<file path="src/rtl/pspwm_pkg.sv">
`timescale 1ns / 1ps
`default_nettype none
package pspwm_pkg;

  // Fixed-point constants
  localparam logic [16:0] ONE_Q16     = 17'd65536;
  localparam logic [19:0] ERR_SAT_MAG = 20'd524288;
  localparam logic [19:0] ERR_FLOOR   = 20'd7;
  localparam logic [15:0] NO_LIMIT_MA = 16'hFFFF;

  // Shared divider geometry
  localparam int unsigned QUO_W = 37;
  localparam int unsigned REM_W = 20;
  localparam int unsigned ACC_W = 40;
  localparam logic [5:0] ERR_DIV_STEPS  = 6'd32;
  localparam logic [5:0] DAMP_DIV_STEPS = 6'd37;

  // Register map (word index)
  localparam logic [2:0] REG_FORCING_GAIN   = 3'd0;
  localparam logic [2:0] REG_DAMPING_GAIN   = 3'd1;
  localparam logic [2:0] REG_DAMPING_CUTOFF = 3'd2;
  localparam logic [2:0] REG_TRIP_TEMP_HIGH = 3'd3;
  localparam logic [2:0] REG_TRIP_TEMP_LOW  = 3'd4;
  localparam logic [2:0] REG_MIN_SUPPLY     = 3'd5;
  localparam logic [2:0] REG_MAX_SUPPLY     = 3'd6;
  localparam logic [2:0] REG_STARTUP_CURR   = 3'd7;

  typedef struct packed {
    logic [15:0] supply_mv;
    logic [15:0] sensed_rpm;
    logic [15:0] sensed_temp;
    logic [15:0] command_rpm;
    logic        enable;
    logic        power_fail;
    logic        supply_override_on;
    logic [15:0] supply_override_mv;
    logic        speed_override_on;
    logic [15:0] speed_override_rpm;
  } in_item_t;

  typedef struct packed {
    logic [16:0]        duty;
    logic signed [19:0] speed_error;
    logic [15:0]        drive_mv;
    logic               controller_powered;
    logic               motor_powered;
    logic               thermal_tripped;
    logic               in_startup;
    logic [15:0]        current_limit_ma;
  } out_item_t;

  typedef enum logic [3:0] {
    S_IDLE,
    S_ERR_DIV,
    S_ERR_FIX,
    S_FORCE_MUL,
    S_DAMP_MUL,
    S_DAMP_LOAD,
    S_DAMP_DIV,
    S_DAMP_ADD,
    S_CLAMP,
    S_DRIVE_MUL,
    S_DONE
  } state_t;

endpackage
`default_nettype wire

</file>
<file path="src/rtl/pump_speed_pwm_controller.sv">
`timescale 1ns / 1ps
`default_nettype none
// Pump motor PWM speed controller. One input transfer is one control tick and
// yields one result transfer. Supply window, power fault and thermal trip are
// evaluated when the tick is taken; when the motor runs with a nonzero command,
// the normalized speed error and the damping correction are formed on a single
// shared restoring divider (one quotient bit per cycle) next to one shared
// 20x17 multiplier, under a small sequencer. A running tick with damping goes
// through intake, the divider steps for the error and for the damping term,
// then multiply, add, clamp and output steps; without damping it skips the
// damping divide; an idle tick (motor off or command zero) goes from intake
// straight to the drive multiply and output. in_stall is high while a tick is
// in work. The result sits in an output register, so the next tick can be
// taken while it waits; a tick that finishes while the earlier result is still
// stalled holds in its last step until that result leaves. Configuration is an
// APB-style port, 32-bit words at byte address 4*index; pready is always high.
module pump_speed_pwm_controller (
  input  wire logic                  clk,
  input  wire logic                  rst,
  input  wire logic                  in_valid,
  output logic                       in_stall,
  input  wire pspwm_pkg::in_item_t   in_data,
  output logic                       out_valid,
  input  wire logic                  out_stall,
  output pspwm_pkg::out_item_t       out_data,
  input  wire logic                  psel,
  input  wire logic                  penable,
  input  wire logic                  pwrite,
  input  wire logic [4:0]            paddr,
  input  wire logic [31:0]           pwdata,
  output logic [31:0]                prdata,
  output logic                       pready
);

  // Configuration registers
  logic [16:0] forcing_gain;
  logic [16:0] damping_gain;
  logic [16:0] damping_cutoff;
  logic [15:0] trip_temperature_high;
  logic [15:0] trip_temperature_low;
  logic [15:0] min_supply_mv;
  logic [15:0] max_supply_mv;
  logic [15:0] startup_current_ma;

  // Loop state
  logic [16:0]        duty_reg;
  logic signed [19:0] error_reg;
  logic               trip_reg;
  logic               startup_reg;

  pspwm_pkg::state_t state, state_next;

  // Per-tick working registers
  logic [15:0] supply;
  logic        ctrl_on;
  logic        motor_on;
  logic        err_neg;
  logic [19:0] err_mag;
  logic signed [19:0] err_cur;
  logic        de_neg;
  logic [19:0] de_mag;
  logic signed [pspwm_pkg::ACC_W-1:0] acc;

  // Shared divider
  logic [pspwm_pkg::REM_W-1:0] div_rem;
  logic [pspwm_pkg::QUO_W-1:0] div_quo;
  logic [pspwm_pkg::REM_W-1:0] div_den;
  logic [5:0]                  div_cnt;
  logic [pspwm_pkg::REM_W:0]   rem_sh;
  logic                        rem_ge;
  logic [pspwm_pkg::REM_W:0]   rem_diff;

  // Shared multiplier
  logic [19:0] mul_a;
  logic [16:0] mul_b;
  logic [36:0] mul_p;

  // Sequencer outputs
  logic cfg_wr;
  logic in_take;
  logic div_step;
  logic out_load;

  // Input selection and power/trip evaluation
  logic [15:0] sel_supply;
  logic [15:0] sel_cmd;
  logic        ctrl_now;
  logic        trip_now;
  logic        motor_now;
  logic        run_now;
  logic [15:0] diff_mag;
  logic        diff_neg;

  always_comb begin
    sel_supply = in_data.supply_override_on ? in_data.supply_override_mv : in_data.supply_mv;
    sel_cmd    = in_data.speed_override_on ? in_data.speed_override_rpm : in_data.command_rpm;
    ctrl_now   = (sel_supply >= min_supply_mv) && (sel_supply <= max_supply_mv) &&
                 !in_data.power_fail;
    trip_now   = ctrl_now &&
                 ((in_data.sensed_temp > trip_temperature_high) || trip_reg) &&
                 !(in_data.sensed_temp < trip_temperature_low);
    motor_now  = ctrl_now && in_data.enable && !trip_now;
    run_now    = motor_now && (sel_cmd != 16'd0);
    diff_neg   = in_data.sensed_rpm > sel_cmd;
    diff_mag   = diff_neg ? (in_data.sensed_rpm - sel_cmd) : (sel_cmd - in_data.sensed_rpm);
  end

  // Divider step: shift one dividend bit into the remainder, trial subtract
  always_comb begin
    rem_sh   = {div_rem, div_quo[pspwm_pkg::QUO_W-1]};
    rem_ge   = rem_sh >= {1'b0, div_den};
    rem_diff = rem_sh - {1'b0, div_den};
  end

  // Error fix-up from the first quotient: sign, saturation, change of error
  logic [31:0]        q_err;
  logic [19:0]        fix_mag;
  logic signed [19:0] fix_err;
  logic signed [20:0] fix_de;

  always_comb begin
    q_err = div_quo[31:0];
    if (err_neg) begin
      fix_mag = (q_err > {12'd0, pspwm_pkg::ERR_SAT_MAG}) ? pspwm_pkg::ERR_SAT_MAG : q_err[19:0];
      fix_err = -$signed(fix_mag);
    end else begin
      fix_mag = q_err[19:0];
      fix_err = $signed(fix_mag);
    end
    fix_de = 21'(fix_err) - 21'(error_reg);
  end

  // Forcing term and damping term with sign, clamp of the accumulator
  logic signed [pspwm_pkg::ACC_W-1:0] force_term;
  logic signed [pspwm_pkg::ACC_W-1:0] damp_term;
  logic [16:0]                        duty_clamped;
  logic [19:0]                        damp_den;

  always_comb begin
    force_term = $signed({19'd0, mul_p[36:16]});
    if (err_neg) force_term = -force_term;
    damp_term = $signed({3'd0, div_quo});
    if (de_neg) damp_term = -damp_term;
    if (acc < 0) begin
      duty_clamped = 17'd0;
    end else if (acc > $signed({23'd0, pspwm_pkg::ONE_Q16})) begin
      duty_clamped = pspwm_pkg::ONE_Q16;
    end else begin
      duty_clamped = acc[16:0];
    end
    damp_den = (err_mag < pspwm_pkg::ERR_FLOOR) ? pspwm_pkg::ERR_FLOOR : err_mag;
  end

  // Sequencer outputs
  always_comb begin
    in_stall = (state != pspwm_pkg::S_IDLE);
    in_take  = in_valid && (state == pspwm_pkg::S_IDLE);
    div_step = (state == pspwm_pkg::S_ERR_DIV) || (state == pspwm_pkg::S_DAMP_DIV);
    out_load = (state == pspwm_pkg::S_DONE) && (!out_valid || !out_stall);
    cfg_wr   = psel && penable && pwrite && pready;
    case (state)
      pspwm_pkg::S_FORCE_MUL: begin
        mul_a = err_mag;
        mul_b = forcing_gain;
      end
      pspwm_pkg::S_DAMP_MUL: begin
        mul_a = de_mag;
        mul_b = damping_gain;
      end
      default: begin
        mul_a = {4'd0, supply};
        mul_b = duty_reg;
      end
    endcase
  end

  // Next state
  always_comb begin
    state_next = state;
    case (state)
      pspwm_pkg::S_IDLE: begin
        if (in_valid) begin
          state_next = run_now ? pspwm_pkg::S_ERR_DIV : pspwm_pkg::S_DRIVE_MUL;
        end
      end
      pspwm_pkg::S_ERR_DIV: begin
        if (div_cnt == 6'd1) state_next = pspwm_pkg::S_ERR_FIX;
      end
      pspwm_pkg::S_ERR_FIX:   state_next = pspwm_pkg::S_FORCE_MUL;
      pspwm_pkg::S_FORCE_MUL: state_next = pspwm_pkg::S_DAMP_MUL;
      pspwm_pkg::S_DAMP_MUL: begin
        state_next = (err_mag > {3'd0, damping_cutoff}) ? pspwm_pkg::S_DAMP_LOAD
                                                        : pspwm_pkg::S_CLAMP;
      end
      pspwm_pkg::S_DAMP_LOAD: state_next = pspwm_pkg::S_DAMP_DIV;
      pspwm_pkg::S_DAMP_DIV: begin
        if (div_cnt == 6'd1) state_next = pspwm_pkg::S_DAMP_ADD;
      end
      pspwm_pkg::S_DAMP_ADD:  state_next = pspwm_pkg::S_CLAMP;
      pspwm_pkg::S_CLAMP:     state_next = pspwm_pkg::S_DRIVE_MUL;
      pspwm_pkg::S_DRIVE_MUL: state_next = pspwm_pkg::S_DONE;
      pspwm_pkg::S_DONE: begin
        if (out_load) state_next = pspwm_pkg::S_IDLE;
      end
      default: state_next = pspwm_pkg::S_IDLE;
    endcase
  end

  // Control state, loop state and configuration
  always_ff @(posedge clk) begin
    if (rst) begin
      state                 <= pspwm_pkg::S_IDLE;
      duty_reg              <= 17'd0;
      error_reg             <= 20'sd0;
      trip_reg              <= 1'b0;
      startup_reg           <= 1'b1;
      out_valid             <= 1'b0;
      div_cnt               <= 6'd0;
      forcing_gain          <= 17'd0;
      damping_gain          <= 17'd0;
      damping_cutoff        <= 17'd0;
      trip_temperature_high <= 16'hFFFF;
      trip_temperature_low  <= 16'd0;
      min_supply_mv         <= 16'd0;
      max_supply_mv         <= 16'hFFFF;
      startup_current_ma    <= 16'd0;
    end else begin
      state <= state_next;

      // Register write on the access cycle
      if (cfg_wr) begin
        case (paddr[4:2])
          pspwm_pkg::REG_FORCING_GAIN:   forcing_gain          <= pwdata[16:0];
          pspwm_pkg::REG_DAMPING_GAIN:   damping_gain          <= pwdata[16:0];
          pspwm_pkg::REG_DAMPING_CUTOFF: damping_cutoff        <= pwdata[16:0];
          pspwm_pkg::REG_TRIP_TEMP_HIGH: trip_temperature_high <= pwdata[15:0];
          pspwm_pkg::REG_TRIP_TEMP_LOW:  trip_temperature_low  <= pwdata[15:0];
          pspwm_pkg::REG_MIN_SUPPLY:     min_supply_mv         <= pwdata[15:0];
          pspwm_pkg::REG_MAX_SUPPLY:     max_supply_mv         <= pwdata[15:0];
          pspwm_pkg::REG_STARTUP_CURR:   startup_current_ma    <= pwdata[15:0];
          default: ;
        endcase
      end

      // Tick intake: trip update, idle tick resets the loop
      if (in_take) begin
        trip_reg <= trip_now;
        if (!run_now) begin
          duty_reg    <= 17'd0;
          error_reg   <= 20'sd0;
          startup_reg <= 1'b1;
        end
      end

      // Divider step counter
      if (in_take && run_now) begin
        div_cnt <= pspwm_pkg::ERR_DIV_STEPS;
      end else if (state == pspwm_pkg::S_DAMP_LOAD) begin
        div_cnt <= pspwm_pkg::DAMP_DIV_STEPS;
      end else if (div_step) begin
        div_cnt <= div_cnt - 6'd1;
      end

      if (state == pspwm_pkg::S_DAMP_MUL) begin
        error_reg <= err_cur;
        if (!(err_mag > {3'd0, damping_cutoff})) startup_reg <= 1'b0;
      end
      if (state == pspwm_pkg::S_CLAMP) duty_reg <= duty_clamped;

      // Result register
      if (out_load) begin
        out_valid <= 1'b1;
      end else if (!out_stall) begin
        out_valid <= 1'b0;
      end
    end
  end

  // Datapath registers
  always_ff @(posedge clk) begin
    mul_p <= mul_a * mul_b;

    if (in_take) begin
      supply   <= sel_supply;
      ctrl_on  <= ctrl_now;
      motor_on <= motor_now;
      err_neg  <= diff_neg;
      // Error dividend |cmd - rpm| << 16, left aligned for ERR_DIV_STEPS steps
      div_quo  <= {diff_mag, 16'd0, 5'd0};
      div_rem  <= '0;
      div_den  <= {4'd0, sel_cmd};
    end else if (state == pspwm_pkg::S_DAMP_LOAD) begin
      div_quo <= mul_p;
      div_rem <= '0;
      div_den <= damp_den;
    end else if (div_step) begin
      div_rem <= rem_ge ? rem_diff[pspwm_pkg::REM_W-1:0] : rem_sh[pspwm_pkg::REM_W-1:0];
      div_quo <= {div_quo[pspwm_pkg::QUO_W-2:0], rem_ge};
    end

    if (state == pspwm_pkg::S_ERR_FIX) begin
      err_mag <= fix_mag;
      err_cur <= fix_err;
      de_neg  <= fix_de[20];
      de_mag  <= fix_de[20] ? 20'(-fix_de) : fix_de[19:0];
    end

    // Accumulate old duty and forcing term, then damping term
    if (state == pspwm_pkg::S_DAMP_MUL) begin
      acc <= $signed({23'd0, duty_reg}) + force_term;
    end else if (state == pspwm_pkg::S_DAMP_ADD) begin
      acc <= acc + damp_term;
    end

    if (out_load) begin
      out_data.duty               <= duty_reg;
      out_data.speed_error        <= error_reg;
      out_data.drive_mv           <= mul_p[31:16];
      out_data.controller_powered <= ctrl_on;
      out_data.motor_powered      <= motor_on;
      out_data.thermal_tripped    <= trip_reg;
      out_data.in_startup         <= startup_reg;
      out_data.current_limit_ma   <= startup_reg ? startup_current_ma : pspwm_pkg::NO_LIMIT_MA;
    end
  end

  // Register readback
  always_comb begin
    pready = 1'b1;
    case (paddr[4:2])
      pspwm_pkg::REG_FORCING_GAIN:   prdata = {15'd0, forcing_gain};
      pspwm_pkg::REG_DAMPING_GAIN:   prdata = {15'd0, damping_gain};
      pspwm_pkg::REG_DAMPING_CUTOFF: prdata = {15'd0, damping_cutoff};
      pspwm_pkg::REG_TRIP_TEMP_HIGH: prdata = {16'd0, trip_temperature_high};
      pspwm_pkg::REG_TRIP_TEMP_LOW:  prdata = {16'd0, trip_temperature_low};
      pspwm_pkg::REG_MIN_SUPPLY:     prdata = {16'd0, min_supply_mv};
      pspwm_pkg::REG_MAX_SUPPLY:     prdata = {16'd0, max_supply_mv};
      pspwm_pkg::REG_STARTUP_CURR:   prdata = {16'd0, startup_current_ma};
      default:                       prdata = 32'd0;
    endcase
  end

  // Checks
  a_take_busy: assert property (@(posedge clk) disable iff (rst)
    in_valid && !in_stall |=> state != pspwm_pkg::S_IDLE)
    else $error("tick taken but sequencer stayed idle");

  a_duty_range: assert property (@(posedge clk) disable iff (rst)
    duty_reg <= pspwm_pkg::ONE_Q16)
    else $error("duty register above full scale");

  a_div_count: assert property (@(posedge clk) disable iff (rst)
    (state == pspwm_pkg::S_ERR_DIV || state == pspwm_pkg::S_DAMP_DIV) |-> div_cnt != 6'd0)
    else $error("divider running with zero step count");

  a_idle_tick: assert property (@(posedge clk) disable iff (rst)
    out_valid && !out_data.motor_powered |->
      out_data.duty == 17'd0 && out_data.speed_error == 20'sd0 && out_data.in_startup)
    else $error("unpowered tick left loop state set");

  a_trip_power: assert property (@(posedge clk) disable iff (rst)
    out_valid && out_data.thermal_tripped |-> out_data.controller_powered)
    else $error("thermal trip reported without controller power");

endmodule
`default_nettype wire

</file>
<file path="config.mk">
export PLATFORM = sky130hd
export DESIGN_NAME = pump_speed_pwm_controller
export DESIGN_NICKNAME = d
export VERILOG_FILES = /design/src/rtl/pspwm_pkg.sv /design/src/rtl/pump_speed_pwm_controller.sv
export SDC_FILE = /design/constraint.sdc
export NUM_CORES = 2
export LEC_CHECK = 0
export BUFFER_PORTS_ARGS = -buffer_cell sky130_fd_sc_hd__buf_2
export CAP_MARGIN = 20
export CORE_ASPECT_RATIO = 1.1
export CORE_MARGIN = 4
export CORE_UTILIZATION = 45
export CTS_BUF_LIST = sky130_fd_sc_hd__clkbuf_16
export DETAILED_ROUTE_END_ITERATION = 7
export GPL_ROUTABILITY_DRIVEN = 0
export SETUP_SLACK_MARGIN = 0.15
export SYNTH_ARGS = -nofsm -noshare
export SYNTH_HDL_FRONTEND = slang
export SYNTH_SLANG_ARGS = --single-unit
</file>
<file path="constraint.sdc">
create_clock -name clk -period 8.8 [get_ports clk]
set_clock_uncertainty 0.2 [all_clocks]
set_input_delay 0.88 -clock clk [delete_from_list [all_inputs] [get_ports clk]]
set_output_delay 0.88 -clock clk [all_outputs]
set_load 0.03 [all_outputs]
</file>
Yosys cells after proc, flatten, opt, wreduce, memory -nomap -nowiden

Index checks and enable logic that the tools add are counted.

Input port bits: 144
Register bits after elaboration: 488
Output and inout bits: 108
Logic and storage cells: 178

Reduce and logical (&&, ||, !) cells: 45
Multiply operators: 1
Mux-type cells: 45
Equality and inequality tests: 25
Add/sub/neg operators: 11
Order comparisons: 11

Operators by type and width:

| operator             | count |
|---|---|
| $pmux 32 s8          | 1 |
| $mux 20              | 9 |
| $mux 40              | 4 |
| $mux 37              | 3 |
| $mux 17              | 5 |
| $mux 16              | 5 |
| $pmux 4 s11          | 1 |
| $add 18x40->40       | 1 |
| $add 40x40->40       | 1 |
| $gt 40x18->1 const B | 1 |
| $lt 40x1->1 const B  | 1 |
| $neg 20->20          | 2 |
| $neg 21->40          | 1 |
| $neg 37->40          | 1 |
| $pmux 20 s2          | 1 |
| $mul 20x17->37       | 1 |
| $pmux 17 s2          | 1 |
| $gt 16x16->1         | 2 |
| $gt 32x20->1 const B | 1 |
| $sub 16x16->16       | 2 |
| $mux 4               | 6 |
| $ge 21x20->1         | 1 |
| $sub 20x20->21       | 1 |
| $gt 20x17->1         | 1 |
| other kinds (31)     | 85 |

Depth between registers and ports, before layout

Depth in word-level cells: 13
Depth in mapped cells: 34
Depth with buffers taken out: 30

Worst setup path after synthesis

Ideal clock, no wire load.

Kind: register -> register
Start: register state[1]
End: register mul_p[35]
Buffers on the path: 5
Period minus slack after synthesis: 7.846 ns
Data arrival time: 7.575 ns
Library setup time: 0.072 ns
Cell stages (with the launch flop): 30
Required time: 8.528 ns
Path slack: 0.954 ns
Cells stage by stage: dfxtp_1 > clkbuf_1 > inv_1 > nand2_1 > nor3_1 > clkbuf_1 > clkbuf_1 > a22oi_1 > nand2_1 > clkbuf_1 > nand2_1 > fa_1 > inv_1 > fa_1 > fa_1 > fa_1 > fa_1 > inv_1 > fa_1 > inv_1 > ha_1 > clkbuf_1 > nand3_1 > or2_2 > a2111oi_0 > o311ai_0 > a31oi_1 > o21ai_0 > o21ai_0 > xor2_1

Cells in the longest elaborated chain, start to end: 3
Elaborated cells between the ends (all ways): 5
Classes of those cells: 1 x mul; 2 x eq/ne; 2 x mux

RTL lines:

| what                                              | RTL line                         | text |
|---|---|---|
| from (decl)                                       | pump_speed_pwm_controller.sv:51  | `pspwm_pkg::state_t state, state_next;` |
| from (signal assigned)                            | pump_speed_pwm_controller.sv:212 | `state <= pspwm_pkg::S_IDLE;` |
| from (signal assigned)                            | pump_speed_pwm_controller.sv:228 | `state <= state_next;` |
| $eq 4x3->1 / $eq 4x2->1 (equally long branches)   | pump_speed_pwm_controller.sv:161 | `case (state)` |
| $pmux 20 s2 / $pmux 17 s2 (equally long branches) | pump_speed_pwm_controller.sv:161 |  |
| $mul 20x17->37 (*)                                | pump_speed_pwm_controller.sv:281 | `mul_p <= mul_a * mul_b;` |
| to (signal assigned)                              | pump_speed_pwm_controller.sv:281 |  |
| to (decl)                                         | pump_speed_pwm_controller.sv:76  | `logic [36:0] mul_p;` |

Mark *: on every way between the ends. The rest lies on a longest branch, timed or not.
A chain may end at the register's enable or synchronous reset.

Final worst setup path

Start: register state[3]
End: register mul_p[33]

Same word-level chain as after synthesis.

==> run summary <==
Synth Area in XOR/XNOR: 4.24%
Layout cells sized above 1: 9.98%
Leakage: 20.1 nW
Area delta synth->final: 10.5%
Crit. Startpoint: state[3]
Clock transition at the registers of the reported paths: 60 ps
Post-synth EDFFs: 224
DR vias/cell: 5.68
GRT Util Overall: 27.3%
Post-synthesis mux area share: 2.29%
Synth area leader: edfxtp_1
Ys flop type: dfxtp_1
Largest net degree at the start of global routing: 103
First-pass GRT wire length: 201000 um
Worst path required time: 9150 ps
Synth area leaders: edfxtp_1, fa_1, dfxtp_1
Dpl ws: 451 ps
Warnings from Yosys: 0
Slew @ Worst Pin: 1120 ps
Largest Register: out_data
NetSw: 6.06 mW
Met3 routed WL: 8960 um
Detailed Route WL: 132000 um
CP Launch Type: flip-flop
Die area: 95200 um2
Initial antenna violation count: 2
Max-slew headroom at the worst pin: 25.2%
Capturing point of the worst reg2reg path: mul_p[33]
CTS Hold Bufs: 0
Metal-1 WL: 54100 um
Fmax: 121 MHz
Unique cell type count in the Yosys netlist: 91
WHS Path Cells: 0
Row count: 115
Nets: 5606
CTS tree: built
Largest fanout on the critical path: 29
Post-Synth Adder-Cell Area: 23.5%
Initial Util: 45.4%
Crit end category: flip-flop
Core Area: 89500 um2
Antenna fix cells: 0
Layout Cells excl Fill: 6079
Register area: 12000 um2
Setup TNS: 0 ps
Max Cap Viol: 0
Min cycle time layout: 8280 ps
Number of flip-flops in the largest register: 73
Synth cell count leaders: nand2_1, inv_1, nor2_1
Clock latency on the worst-skew pair: 670 ps
Max Root-Sink Buffers: 3
End point of the critical path: mul_p[33]
Number of port buffers: 218
Int Power: 7.33 mW
Setup violations, final: 0
Synth Instances: 4720
Die Ht: 323 um
Placed wire-length estimate: 104000 um
DR iter-0 viols: 2834
Mapped Area: 40600 um2
CTS Buf Count: 54
Multi-input gate area: 25700 um2
Final Max Tran Viols: 0
Met2 WL: 62300 um
Post-Synth Simple-Gate Area: 16.7%
Top Layer Used: met5
Worst vdd ir: 0.224 mV
Largest regs: out_data (73), acc (40)
Switching portion of total power: 45.3%
Largest family of logic cells by synthesized area: adder cells
Outcome: complete, no violations
Via count: 34500
Routed len/inst: 21.6 um
RSZ-0062 raised after global routing: false
Clk root buf: clkbuf_16
Placed insts: 5976
Final worst path period share: 94.1%
Most frequent cell after synthesis: nand2_1
DRC violations left: 0
Remaining antenna violation count: 0
Grt total ovfl: 0
Worst r2r src: state[3]
Register share of total power: 26.3%
Vias in the first global route: 33700
H-tree lvl count: 2
Hold Crit Class: flip-flop to flip-flop
Pre-antenna DRT Iters: 6
# IOs: 252
WP data arrival: 8620 ps
Seq cells post-synth: 487
Avg Cell Area, Syn: 8.61 um2
Die X: 295 um
Sequential element share of the synthesized area: 29.5%
Critical path class: flip-flop to flip-flop
Worst reg2reg setup slack: 520 ps
Power share of the clock group: 17.0%
Final Hold Fails: 0
Synth Area in Compound Gates: 16.1%
P per Cell Area: 298 nW/um2
Area share of the largest cell type after synthesis: 16.5%
Fillers: 8615
Logic pwr share: 56.7%
Num Clock Sinks: 487
Final worst slack: 523 ps
Synth async-reset ratio: 0%
R2R depth: 26
==> logic make-up after synthesis <==
group / after synthesis
multiplexers: 86
adder cells (fa/ha/maj): 599
AND/OR/NAND/NOR: 1519
flip-flops: 487
buffers and inverters: 798
XOR/XNOR: 196
AO/OA/AOI/OAI: 1033
other: 2
==> how the worst min path moves through the flow <==
stage,end,startpoint
final,out_data[19],ctrl_on
after global routing,out_data[19],ctrl_on
after CTS,out_data[19],ctrl_on
after detailed placement,out_data[19],ctrl_on
after global placement,out_data[19],ctrl_on
after floorplan,out_data[18],motor_on
==> power groups by stage <==
| stage | registers, mW | logic [mW] | clock network (mW) |
|---|---|---|---|
| floorplan | 3.42 | 5.64 | 0 |
| global placement | 3.56 | 7.43 | 0 |
| detailed placement | 3.56 | 7.49 | 0 |
| CTS | 3.52 | 7.55 | 2.32 |
| global route | 3.57 | 8.44 | 2.41 |
| finish | 3.53 | 7.59 | 2.27 |
==> worst max-delay path, cell delays in order, from the launching register on <==
cell and delay, ps:
dfxtp_1 330, inv_1 130, nand2_1 160, nor2_2 120
buf_12 180, a22oi_1 520, and2_1 540, nor2_1 140
fa_1 540, fa_1 540, fa_1 540, fa_1 540
fa_1 550, inv_1 50, fa_1 540, inv_1 80
ha_1 430, a21o_1 200, a21oi_1 210, nor3_1 90
or2_2 310, o311ai_0 370, a31oi_1 170, o21ai_0 270
nand2b_1 90, a21oi_1 200, xnor2_1 140
==> cell type report <==
type / count / area share (%)
Sequential cell: 487 / 26.7
Timing Repair Buffer: 324 / 4.34
Tap cell: 1170 / 3.26
Inverter: 547 / 4.57
Clock inverter: 48 / 0.919
Clock buffer: 54 / 3.01
Multi-Input combinational cell: 3449 / 57.2
==> metal layers <==
layer	vias to the layer above	GRT usage (%)
met4	2	11.0
li1	16300	-
met5	-	0
met2	1315	46.7
met1	16600	35.0
met3	299	3.99
==> cells in the final DEF (no fill, tap or decap), types with 65 or more instances in the layout <==
cell type / instances
xnor2_1: 136
inv_1: 558
mux2i_1: 65
buf_2: 217
o21ai_0: 215
a21o_1: 87
nor2_1: 334
ha_1: 324
fa_1: 275
dfxtp_1: 263
a21oi_1: 329
edfxtp_1: 224
buf_4: 102
nand2_1: 735
==> repair_timing <==
action / 4_1_cts / 5_1_grt
gates resized for setup: 0 / 9
setup buffers: 0 / 0
setup endpoints to repair: 0 / 7
==> metrics by stage <==
step	area [um2]	hold slack [ps]	power [mW]	util [%]
2_1_floorplan	40700	200	9.06	-
3_3_place_gp	43100	233	11.0	48.1
3_5_place_dp	43100	225	11.0	48.2
4_1_cts	44900	239	13.4	50.1
5_1_grt	44900	249	14.4	50.2
6_report	44900	238	13.4	50.2
No activity file was read; power rests on OpenSTA's default activity.
